<file path="src/rtl/npps_pkg.sv">
// shared types and constants of the non-preemptive priority scheduler
package npps_pkg;

    // table capacity, 1 to 64 jobs
    localparam int MAX_JOBS   = 32;
    localparam int IDX_W      = (MAX_JOBS > 1) ? $clog2(MAX_JOBS) : 1;
    localparam int CNT_W      = $clog2(MAX_JOBS + 1);

    localparam int ID_W       = 8;
    localparam int TIME_W     = 16;
    localparam int PRIO_W     = 8;
    localparam int RUN_W      = 24;
    localparam int DIFF_W     = 25;
    localparam int SUM_W      = 32;
    localparam int PAD_W      = 4;
    localparam int IN_DATA_W  = 48;
    localparam int OUT_DATA_W = 200;

    // divider walks one quotient bit per cycle
    localparam int DIV_STEPS  = SUM_W;
    localparam int DIV_CNT_W  = $clog2(DIV_STEPS);

    // one stored job, id in the low bits as on the input bus
    typedef struct packed {
        logic [PRIO_W-1:0] prio;
        logic [TIME_W-1:0] burst;
        logic [TIME_W-1:0] arrival;
        logic [ID_W-1:0]   id;
    } t_job;

    // one schedule row, out_id in the low bits as on the output bus
    typedef struct packed {
        logic [PAD_W-1:0]         pad;
        logic [DIFF_W-1:0]        avg_tat;
        logic [DIFF_W-1:0]        avg_wait;
        logic [DIFF_W-1:0]        tat;
        logic [DIFF_W-1:0]        wait_t;
        logic [RUN_W-1:0]         finish;
        logic [RUN_W-1:0]         start;
        logic [TIME_W-1:0]        burst;
        logic [TIME_W-1:0]        arrival;
        logic [PRIO_W-1:0]        prio;
        logic [ID_W-1:0]          id;
    } t_row;

    // divider request and response
    typedef struct packed {
        logic                    start;
        logic signed [SUM_W-1:0] dividend;
        logic [CNT_W-1:0]        divisor;
    } t_div_req;

    typedef struct packed {
        logic                    busy;
        logic                    done;
        logic signed [SUM_W-1:0] quotient;
    } t_div_rsp;

endpackage

</file>
<file path="src/rtl/npps_div.sv">
// iterative signed-by-unsigned divider, truncating toward zero, one bit per cycle
module npps_div (
    input  logic                 i_clk,
    input  logic                 i_rst_n,
    input  npps_pkg::t_div_req   i_req,
    output npps_pkg::t_div_rsp   o_rsp
);

    logic                           r_busy;
    logic                           r_done;
    logic                           r_neg;
    logic [npps_pkg::DIV_CNT_W-1:0] r_cnt;
    logic [npps_pkg::CNT_W-1:0]     r_rem;
    logic [npps_pkg::CNT_W-1:0]     r_div;
    logic [npps_pkg::SUM_W-1:0]     r_quo;

    logic [npps_pkg::SUM_W-1:0]     w_mag;
    logic [npps_pkg::CNT_W:0]       w_shift;
    logic [npps_pkg::CNT_W:0]       w_diff;
    logic                           w_ge;

    // magnitude of the dividend
    assign w_mag = i_req.dividend[npps_pkg::SUM_W-1] ?
                   (~i_req.dividend + 1'b1) : i_req.dividend;

    // restoring step: bring down the next dividend bit and try a subtract
    assign w_shift = {r_rem, r_quo[npps_pkg::SUM_W-1]};
    assign w_ge    = w_shift >= {1'b0, r_div};
    assign w_diff  = w_shift - {1'b0, r_div};

    // control state
    always_ff @(posedge i_clk) begin
        if (!i_rst_n) begin
            r_busy <= 1'b0;
            r_done <= 1'b0;
            r_cnt  <= '0;
        end else begin
            r_done <= 1'b0;
            if (i_req.start) begin
                r_busy <= 1'b1;
                r_cnt  <= '0;
            end else if (r_busy) begin
                r_cnt <= r_cnt + 1'b1;
                if (r_cnt == npps_pkg::DIV_CNT_W'(npps_pkg::DIV_STEPS - 1)) begin
                    r_busy <= 1'b0;
                    r_done <= 1'b1;
                end
            end
        end
    end

    // datapath
    always_ff @(posedge i_clk) begin
        if (i_req.start) begin
            r_quo <= w_mag;
            r_rem <= '0;
            r_neg <= i_req.dividend[npps_pkg::SUM_W-1];
            r_div <= i_req.divisor;
        end else if (r_busy) begin
            r_quo <= {r_quo[npps_pkg::SUM_W-2:0], w_ge};
            r_rem <= w_ge ? w_diff[npps_pkg::CNT_W-1:0] : w_shift[npps_pkg::CNT_W-1:0];
        end
    end

    // restore the sign on the way out
    assign o_rsp.busy     = r_busy;
    assign o_rsp.done     = r_done;
    assign o_rsp.quotient = r_neg ? signed'(~r_quo + 1'b1) : signed'(r_quo);

endmodule

</file>
<file path="src/rtl/nonpreemptive_priority_schedule_top.sv">
// top level: job table, insertion and emission sequencer, output register
//
// Non-preemptive priority scheduler. Jobs arrive on the s_axis channel, one
// transfer each: tdata holds process_id, arrival, burst and priority, tlast
// marks the final job of a batch. Jobs are kept in a table sorted by
// ascending priority value, equal values in arrival order; jobs past the
// table capacity are dropped. After the job with tlast, one row per stored
// job leaves on m_axis in schedule order, tlast set on the final row, which
// also carries the truncated average wait and turnaround. The table then
// empties for the next batch.
// Insertion: each entry with a higher priority value is read in S_INS_RD
// and written one place up in S_INS_CMP; s_axis tready stays low from the
// transfer at least until the job is written. A job dropped at a full
// table takes no insertion pass.
// Emission: each row passes the table read port (S_EMIT_RD, S_EMIT_CALC)
// into the output register and is held there until taken; the final row
// first waits for two divisions on the shared serial divider.
// A stalled m_axis holds the row and the whole block. After reset the table
// is empty and s_axis tready is high; no clearing pass is needed.
module nonpreemptive_priority_schedule_top (
    input  logic         i_clk,
    input  logic         i_rst_n,
    input  logic         i_s_axis_tvalid,
    output logic         o_s_axis_tready,
    // process_id[7:0], arrival_time[23:8], burst_time[39:24], priority_level[47:40]
    input  logic [47:0]  i_s_axis_tdata,
    input  logic         i_s_axis_tlast,
    output logic         o_m_axis_tvalid,
    input  logic         i_m_axis_tready,
    // out_id[7:0], out_priority[15:8], out_arrival[31:16], out_burst[47:32],
    // start_time[71:48], finish_time[95:72], wait_time[120:96],
    // turnaround_time[145:121], average_wait[170:146],
    // average_turnaround[195:171], zero[199:196]
    output logic [199:0] o_m_axis_tdata,
    output logic         o_m_axis_tlast
);

    typedef enum logic [7:0] {
        S_IDLE      = 8'b0000_0001,
        S_INS_RD    = 8'b0000_0010,
        S_INS_CMP   = 8'b0000_0100,
        S_EMIT_RD   = 8'b0000_1000,
        S_EMIT_CALC = 8'b0001_0000,
        S_DIV_W     = 8'b0010_0000,
        S_DIV_T     = 8'b0100_0000,
        S_OUT       = 8'b1000_0000
    } t_state;

    t_state                                r_state, n_state;
    logic [npps_pkg::CNT_W-1:0]            r_count, n_count;
    logic [npps_pkg::CNT_W-1:0]            r_pos, n_pos;
    logic [npps_pkg::CNT_W-1:0]            r_k, n_k;
    logic [npps_pkg::CNT_W-1:0]            r_n, n_n;
    logic [npps_pkg::RUN_W-1:0]            r_run, n_run;
    logic signed [npps_pkg::SUM_W-1:0]     r_wsum, n_wsum;
    logic signed [npps_pkg::SUM_W-1:0]     r_tsum, n_tsum;
    logic                                  r_m_valid, n_m_valid;
    logic                                  r_m_last, n_m_last;
    logic                                  r_div_start, n_div_start;
    logic signed [npps_pkg::SUM_W-1:0]     r_div_num, n_div_num;
    npps_pkg::t_job                        r_new, n_new;
    logic                                  r_last, n_last;
    npps_pkg::t_row                        r_row, n_row;

    // job table
    npps_pkg::t_job                        r_mem [npps_pkg::MAX_JOBS];
    npps_pkg::t_job                        r_rd;
    logic                                  w_we;
    logic [npps_pkg::IDX_W-1:0]            w_waddr;
    logic [npps_pkg::IDX_W-1:0]            w_raddr;
    npps_pkg::t_job                        w_wdata;
    logic [npps_pkg::CNT_W-1:0]            w_pos_dec;

    // row arithmetic
    logic [npps_pkg::DIFF_W-1:0]           w_finish;
    logic signed [npps_pkg::DIFF_W-1:0]    w_wait;
    logic signed [npps_pkg::DIFF_W:0]      w_tat;
    logic                                  w_final;

    npps_pkg::t_div_req                    div_req;
    npps_pkg::t_div_rsp                    div_rsp;

    npps_div u_div (
        .i_clk   (i_clk),
        .i_rst_n (i_rst_n),
        .i_req   (div_req),
        .o_rsp   (div_rsp)
    );

    assign div_req.start    = r_div_start;
    assign div_req.dividend = r_div_num;
    assign div_req.divisor  = r_n;

    // table memory, one write and one registered read per cycle
    always_ff @(posedge i_clk) begin
        if (w_we) begin
            r_mem[w_waddr] <= w_wdata;
        end
        r_rd <= r_mem[w_raddr];
    end

    assign w_pos_dec = r_pos - 1'b1;

    // times of the row just read: start is the running sum of bursts
    assign w_finish = {1'b0, r_run} + npps_pkg::DIFF_W'(r_rd.burst);
    assign w_wait   = signed'({1'b0, r_run} - npps_pkg::DIFF_W'(r_rd.arrival));
    assign w_tat    = signed'({1'b0, w_finish} - (npps_pkg::DIFF_W + 1)'(r_rd.arrival));
    assign w_final  = (r_k + 1'b1) == r_n;

    // sequencer
    always_comb begin
        n_state     = r_state;
        n_count     = r_count;
        n_pos       = r_pos;
        n_k         = r_k;
        n_n         = r_n;
        n_run       = r_run;
        n_wsum      = r_wsum;
        n_tsum      = r_tsum;
        n_m_valid   = r_m_valid;
        n_m_last    = r_m_last;
        n_div_start = 1'b0;
        n_div_num   = r_div_num;
        n_new       = r_new;
        n_last      = r_last;
        n_row       = r_row;
        w_we        = 1'b0;
        w_waddr     = r_pos[npps_pkg::IDX_W-1:0];
        w_wdata     = r_new;
        w_raddr     = r_k[npps_pkg::IDX_W-1:0];

        unique case (r_state)
            S_IDLE: begin
                if (i_s_axis_tvalid) begin
                    n_new  = npps_pkg::t_job'(i_s_axis_tdata);
                    n_last = i_s_axis_tlast;
                    if (r_count < npps_pkg::CNT_W'(npps_pkg::MAX_JOBS)) begin
                        n_pos   = r_count;
                        n_state = S_INS_RD;
                    end else if (i_s_axis_tlast) begin
                        // table full: drop the job, still emit the batch
                        n_n     = r_count;
                        n_k     = '0;
                        n_state = S_EMIT_RD;
                    end
                end
            end
            S_INS_RD: begin
                w_raddr = w_pos_dec[npps_pkg::IDX_W-1:0];
                if (r_pos == '0) begin
                    // reached the head of the table
                    w_we    = 1'b1;
                    n_count = r_count + 1'b1;
                    n_n     = r_count + 1'b1;
                    n_k     = '0;
                    n_state = r_last ? S_EMIT_RD : S_IDLE;
                end else begin
                    n_state = S_INS_CMP;
                end
            end
            S_INS_CMP: begin
                w_we = 1'b1;
                if (r_rd.prio <= r_new.prio) begin
                    // new job goes right after this entry
                    n_count = r_count + 1'b1;
                    n_n     = r_count + 1'b1;
                    n_k     = '0;
                    n_state = r_last ? S_EMIT_RD : S_IDLE;
                end else begin
                    // move the entry one place up and keep looking
                    w_wdata = r_rd;
                    n_pos   = w_pos_dec;
                    n_state = S_INS_RD;
                end
            end
            S_EMIT_RD: begin
                n_state = S_EMIT_CALC;
            end
            S_EMIT_CALC: begin
                n_run          = w_finish[npps_pkg::RUN_W-1:0];
                n_wsum         = r_wsum + npps_pkg::SUM_W'(w_wait);
                n_tsum         = r_tsum + npps_pkg::SUM_W'(w_tat);
                n_row.pad      = '0;
                n_row.avg_tat  = '0;
                n_row.avg_wait = '0;
                n_row.tat      = w_tat[npps_pkg::DIFF_W-1:0];
                n_row.wait_t   = w_wait;
                n_row.finish   = w_finish[npps_pkg::RUN_W-1:0];
                n_row.start    = r_run;
                n_row.burst    = r_rd.burst;
                n_row.arrival  = r_rd.arrival;
                n_row.prio     = r_rd.prio;
                n_row.id       = r_rd.id;
                if (w_final) begin
                    n_div_start = 1'b1;
                    n_div_num   = n_wsum;
                    n_state     = S_DIV_W;
                end else begin
                    n_m_valid = 1'b1;
                    n_m_last  = 1'b0;
                    n_state   = S_OUT;
                end
            end
            S_DIV_W: begin
                if (div_rsp.done) begin
                    n_row.avg_wait = div_rsp.quotient[npps_pkg::DIFF_W-1:0];
                    n_div_start    = 1'b1;
                    n_div_num      = r_tsum;
                    n_state        = S_DIV_T;
                end
            end
            S_DIV_T: begin
                if (div_rsp.done) begin
                    n_row.avg_tat = div_rsp.quotient[npps_pkg::DIFF_W-1:0];
                    n_m_valid     = 1'b1;
                    n_m_last      = 1'b1;
                    n_state       = S_OUT;
                end
            end
            S_OUT: begin
                if (i_m_axis_tready) begin
                    n_m_valid = 1'b0;
                    if (r_m_last) begin
                        // batch done, empty the table
                        n_count = '0;
                        n_run   = '0;
                        n_wsum  = '0;
                        n_tsum  = '0;
                        n_state = S_IDLE;
                    end else begin
                        n_k     = r_k + 1'b1;
                        n_state = S_EMIT_RD;
                    end
                end
            end
            default: begin
                n_state = S_IDLE;
            end
        endcase
    end

    // control registers
    always_ff @(posedge i_clk) begin
        if (!i_rst_n) begin
            r_state     <= S_IDLE;
            r_count     <= '0;
            r_pos       <= '0;
            r_k         <= '0;
            r_n         <= '0;
            r_run       <= '0;
            r_wsum      <= '0;
            r_tsum      <= '0;
            r_m_valid   <= 1'b0;
            r_m_last    <= 1'b0;
            r_div_start <= 1'b0;
        end else begin
            r_state     <= n_state;
            r_count     <= n_count;
            r_pos       <= n_pos;
            r_k         <= n_k;
            r_n         <= n_n;
            r_run       <= n_run;
            r_wsum      <= n_wsum;
            r_tsum      <= n_tsum;
            r_m_valid   <= n_m_valid;
            r_m_last    <= n_m_last;
            r_div_start <= n_div_start;
        end
    end

    // payload registers
    always_ff @(posedge i_clk) begin
        r_new     <= n_new;
        r_last    <= n_last;
        r_row     <= n_row;
        r_div_num <= n_div_num;
    end

    assign o_s_axis_tready = (r_state == S_IDLE);
    assign o_m_axis_tvalid = r_m_valid;
    assign o_m_axis_tdata  = r_row;
    assign o_m_axis_tlast  = r_m_last;

    // one item at a time: no input taken while a row is pending
    a_no_overlap: assert property (@(posedge i_clk) disable iff (!i_rst_n)
        o_s_axis_tready |-> !o_m_axis_tvalid)
        else $error("input ready while a row is pending");

    // table never holds more than its capacity
    a_count_cap: assert property (@(posedge i_clk) disable iff (!i_rst_n)
        r_count <= npps_pkg::CNT_W'(npps_pkg::MAX_JOBS))
        else $error("entry count above capacity");

    // the final row is the n-th row of the batch
    a_last_row: assert property (@(posedge i_clk) disable iff (!i_rst_n)
        (o_m_axis_tvalid && o_m_axis_tlast) |-> ((r_k + 1'b1) == r_n))
        else $error("final row flagged at wrong position");

    // divider is only started when free
    a_div_free: assert property (@(posedge i_clk) disable iff (!i_rst_n)
        r_div_start |-> !div_rsp.busy)
        else $error("divider started while busy");

    // a finished division is only seen while the sequencer waits for it
    a_div_done: assert property (@(posedge i_clk) disable iff (!i_rst_n)
        div_rsp.done |-> (r_state == S_DIV_W || r_state == S_DIV_T))
        else $error("division finished outside a wait state");

endmodule
</file>
<file path="config.mk">
export PLATFORM = sky130hd
export DESIGN_NAME = nonpreemptive_priority_schedule_top
export DESIGN_NICKNAME = d
export VERILOG_FILES = /design/src/rtl/npps_pkg.sv /design/src/rtl/npps_div.sv /design/src/rtl/nonpreemptive_priority_schedule_top.sv
export SDC_FILE = /design/constraint.sdc
export NUM_CORES = 2
export LEC_CHECK = 0
export BUFFER_PORTS_ARGS = -buffer_cell sky130_fd_sc_hd__buf_2
export CAP_MARGIN = 20
export CELL_PAD_IN_SITES_DETAIL_PLACEMENT = 1
export CELL_PAD_IN_SITES_GLOBAL_PLACEMENT = 2
export CORE_ASPECT_RATIO = 0.8
export CORE_MARGIN = 3
export CORE_UTILIZATION = 40
export CTS_CLUSTER_SIZE = 14
export DETAILED_ROUTE_END_ITERATION = 8
export PLACE_DENSITY_LB_ADDON = 0.1
export SYNTH_ARGS = -nofsm -noshare
export SYNTH_HDL_FRONTEND = slang
export SYNTH_SLANG_ARGS = --single-unit
</file>
<file path="constraint.sdc">
create_clock -name i_clk -period 7.7 [get_ports i_clk]
set_input_delay 0.77 -clock i_clk [delete_from_list [all_inputs] [get_ports i_clk]]
set_output_delay 0.77 -clock i_clk [all_outputs]
set_load 0.03 [all_outputs]
</file>
==> impl_metrics.json <==
{
  "synth-edff-count": 1852,
  "postSynth.asyncResetShare": 0,
  "synth_common_cells": "edfxtp_1, mux4_2, nor2_1, nand2_1, a21oi_1",
  "drt_iter0_drc": 4043,
  "rsz0062_at_grt": "no",
  "ant_nets": 0,
  "drc": 0,
  "synthTopCellsByArea": "edfxtp_1, mux4_2, dfxtp_1, ha_1, mux2_2",
  "startpoint_type": "flop",
  "fin_util": 0.464,
  "p_leak_nw": 33.3,
  "fin_crit_ns": 6.62,
  "setup_violations": 0,
  "dpl.hpwl_um": 146000,
  "worstRegToRegCells": 25,
  "critPathSlowestCell": "or4_1",
  "finalHoldViolCount": 0,
  "ys_warn_count": 0,
  "hold_buffers": 0,
  "hold_class": "input pin to flop",
  "io-pin-count": 256,
  "wl_met3_um": 10500,
  "die_h_um": 414,
  "multi_input_area_mm2": 0.0233,
  "synth_seq_cells": 2036,
  "path_class": "flop to flop",
  "dr_wl_met2_um": 117000,
  "htree_levels": 4,
  "cap_viol_max_count": 0,
  "syn_area_mm2": 0.0834,
  "worst_ep_required_time_ns": 8.44,
  "post_cts_resized": 0,
  "cts.sinks": 2036,
  "die_x_um": 516,
  "synth_top_family_by_area": "multiplexers",
  "cts_buffer_depth": 3,
  "cts-buffers-inserted": 205,
  "gp_congestion": 0.809,
  "grt_pass1_wl_um": 346000,
  "pre_cts_slack_ns": 1.13,
  "critPathMaxFanout": 7,
  "drtPass1Iterations": 5,
  "synth-main-ff-cell": "edfxtp_1",
  "fin_skew_ns": 0.0548,
  "avgSynthCellArea_um2": 17.2,
  "ff_latch_area_mm2": 0.0593,
  "slew_headroom": 0.290,
  "irDropWorstVdd_uv": 211,
  "post-route-period-util": 0.860,
  "vias": 45300,
  "io_buffers": 251,
  "ys_seq_area_frac": 0.711,
  "antenna_found_initial": 14,
  "overflow": 0,
  "cts_tree": "done",
  "insertion_delay_ns": 0.85,
  "yosysTopAreaCell": "edfxtp_1",
  "power.density_mw_per_mm2": 253,
  "rows": 149,
  "tightest_slew_ns": 1.06,
  "setup_slack_ns": 1.08,
  "cts_setup_buffers": 0,
  "outcome": "finished clean",
  "design.core.area_mm2": 0.207,
  "hold_depth": 1,
  "dieArea_mm2": 0.214,
  "clock_tree.root_cell": "clkbuf_16",
  "syn2layout_area_growth_pct": 15.1,
  "slew_violations": 0,
  "synth.distinct_cells": 72,
  "cpPeakStageDelay_ns": 0.51,
  "grt_max_degree": 132,
  "power_w": 0.0243,
  "grt_usage": 0.224,
  "synth_simple_gate_area_share": 0.0469,
  "clk_pin_slew_worst_paths_ns": 0.06,
  "synth_compound_area_frac": 0.0503,
  "nFillCells": 19500,
  "synth_fa_ha_area_frac": 0.0217,
  "grt_pass1_vias": 46700,
  "synthMuxAreaShare": 0.135,
  "dp_cells": 7709,
  "final_nets": 5404,
  "synthCells": 4849,
  "arrival_ns": 7.36,
  "synth_top_area_share": 0.667,
  "fmax_mhz": 151,
  "tns_ns": 0,
  "synth-xor-area-share": 0.0206,
  "routed_via_density": 5.59,
  "layoutNonFillerInstCount": 8107,
  "top_layer_used": "met4",
  "wl_um": 242000,
  "drive_gt1_frac": 0.240,
  "avgRoutedWirePerCell_um": 29.9,
  "synth.most_common_cell": "edfxtp_1",
  "start_util": 0.403,
  "cp-end-kind": "flop",
  "wl_met1_um": 110000
}
[layout make-up]
class                   count  share of cell area
flip-flops and latches   2036               0.618
multi-input cells        2507               0.242
clock buffers             264              0.0585
well taps                2718              0.0354
repair buffers            380              0.0291
clock inverters           121              0.0135
inverters                  80             0.00325
diodes                      1           0.0000261
[layout by cell type, fill, tap and decap left out, types with 26 or more instances in the layout]
cell type,count
nor2_4,32
ha_1,135
inv_1,77
a21o_1,46
clkinv_2,48
clkbuf_1,37
buf_2,251
o21ai_0,95
a22oi_1,47
xor2_1,104
xnor2_1,92
mux2i_1,108
a21oi_1,207
clkinv_1,36
buf_4,80
buf_12,37
nand2_1,253
nand2b_1,26
dfxtp_1,183
nor3_1,45
mux2_2,133
o21ai_1,53
mux4_2,384
nor2_1,329
nand3_1,41
o211ai_1,54
edfxtp_1,1852
clkbuf_16,209
[worst max-delay path, delay by kind of cell (launching register included)]
| kind | cells | cell delay, ns |
|---|---|---|
| flops | 1 | 0.34 |
| fa+ha+maj | 4 | 1.36 |
| simple gates | 7 | 1.26 |
| compound gates | 12 | 3.12 |
| xor+xnor | 2 | 0.43 |
[power by group]
part           switching, W  internal (W)
combinational       0.00112      0.000619
sequential        0.0000876        0.0122
clock               0.00437       0.00587
[worst paths after layout]
| path | startpoint | end | slack (ns) |
|---|---|---|---|
| min | i_s_axis_tdata[39] | r_new[39] | 0.09 |
| min reg2reg | r_rd[0] | o_m_axis_tdata[0] | 0.43 |
| max | r_run[0] | r_tsum[31] | 1.08 |
| max reg2reg | r_run[0] | r_tsum[31] | 1.08 |
[sequential cells by signal, summed over array words and instances (netlist names), 5 cells and up]
name            cells
o_m_axis_tdata    196
r_count             6
r_div_num          32
r_k                 6
r_mem            1536
r_n                 6
r_new              48
r_pos               6
r_rd               48
r_run              24
r_state             8
r_tsum             32
r_wsum             32
u_div.r_cnt         5
u_div.r_div         6
u_div.r_quo        32
u_div.r_rem         6
[metrics by stage]
step / hold slack [ns] / area, um^2
finish: 0.0927 / 96000
detailed placement: 0.418 / 88900
CTS: 0.0102 / 95800
floorplan: 0.404 / 83400
global route: 0.0255 / 96000
global placement: 0.410 / 88900
[metal layers]
metal,vias up,GRT usage
li1,19900,-
met1,24200,0.324
met2,1012,0.364
met3,251,0.0291
met4,0,0.0486
met5,-,0
[logic make-up after synthesis]
| family | after synthesis |
|---|---|
| AOI/OAI and AO/OA | 671 |
| xor gates and xnor gates | 196 |
| adders and majority gates | 141 |
| buffers and inverters | 309 |
| DFF | 2036 |
| muxes | 626 |
| other | 1 |
| and+or+nand+nor | 869 |
Power figures use the tool's default switching activity.
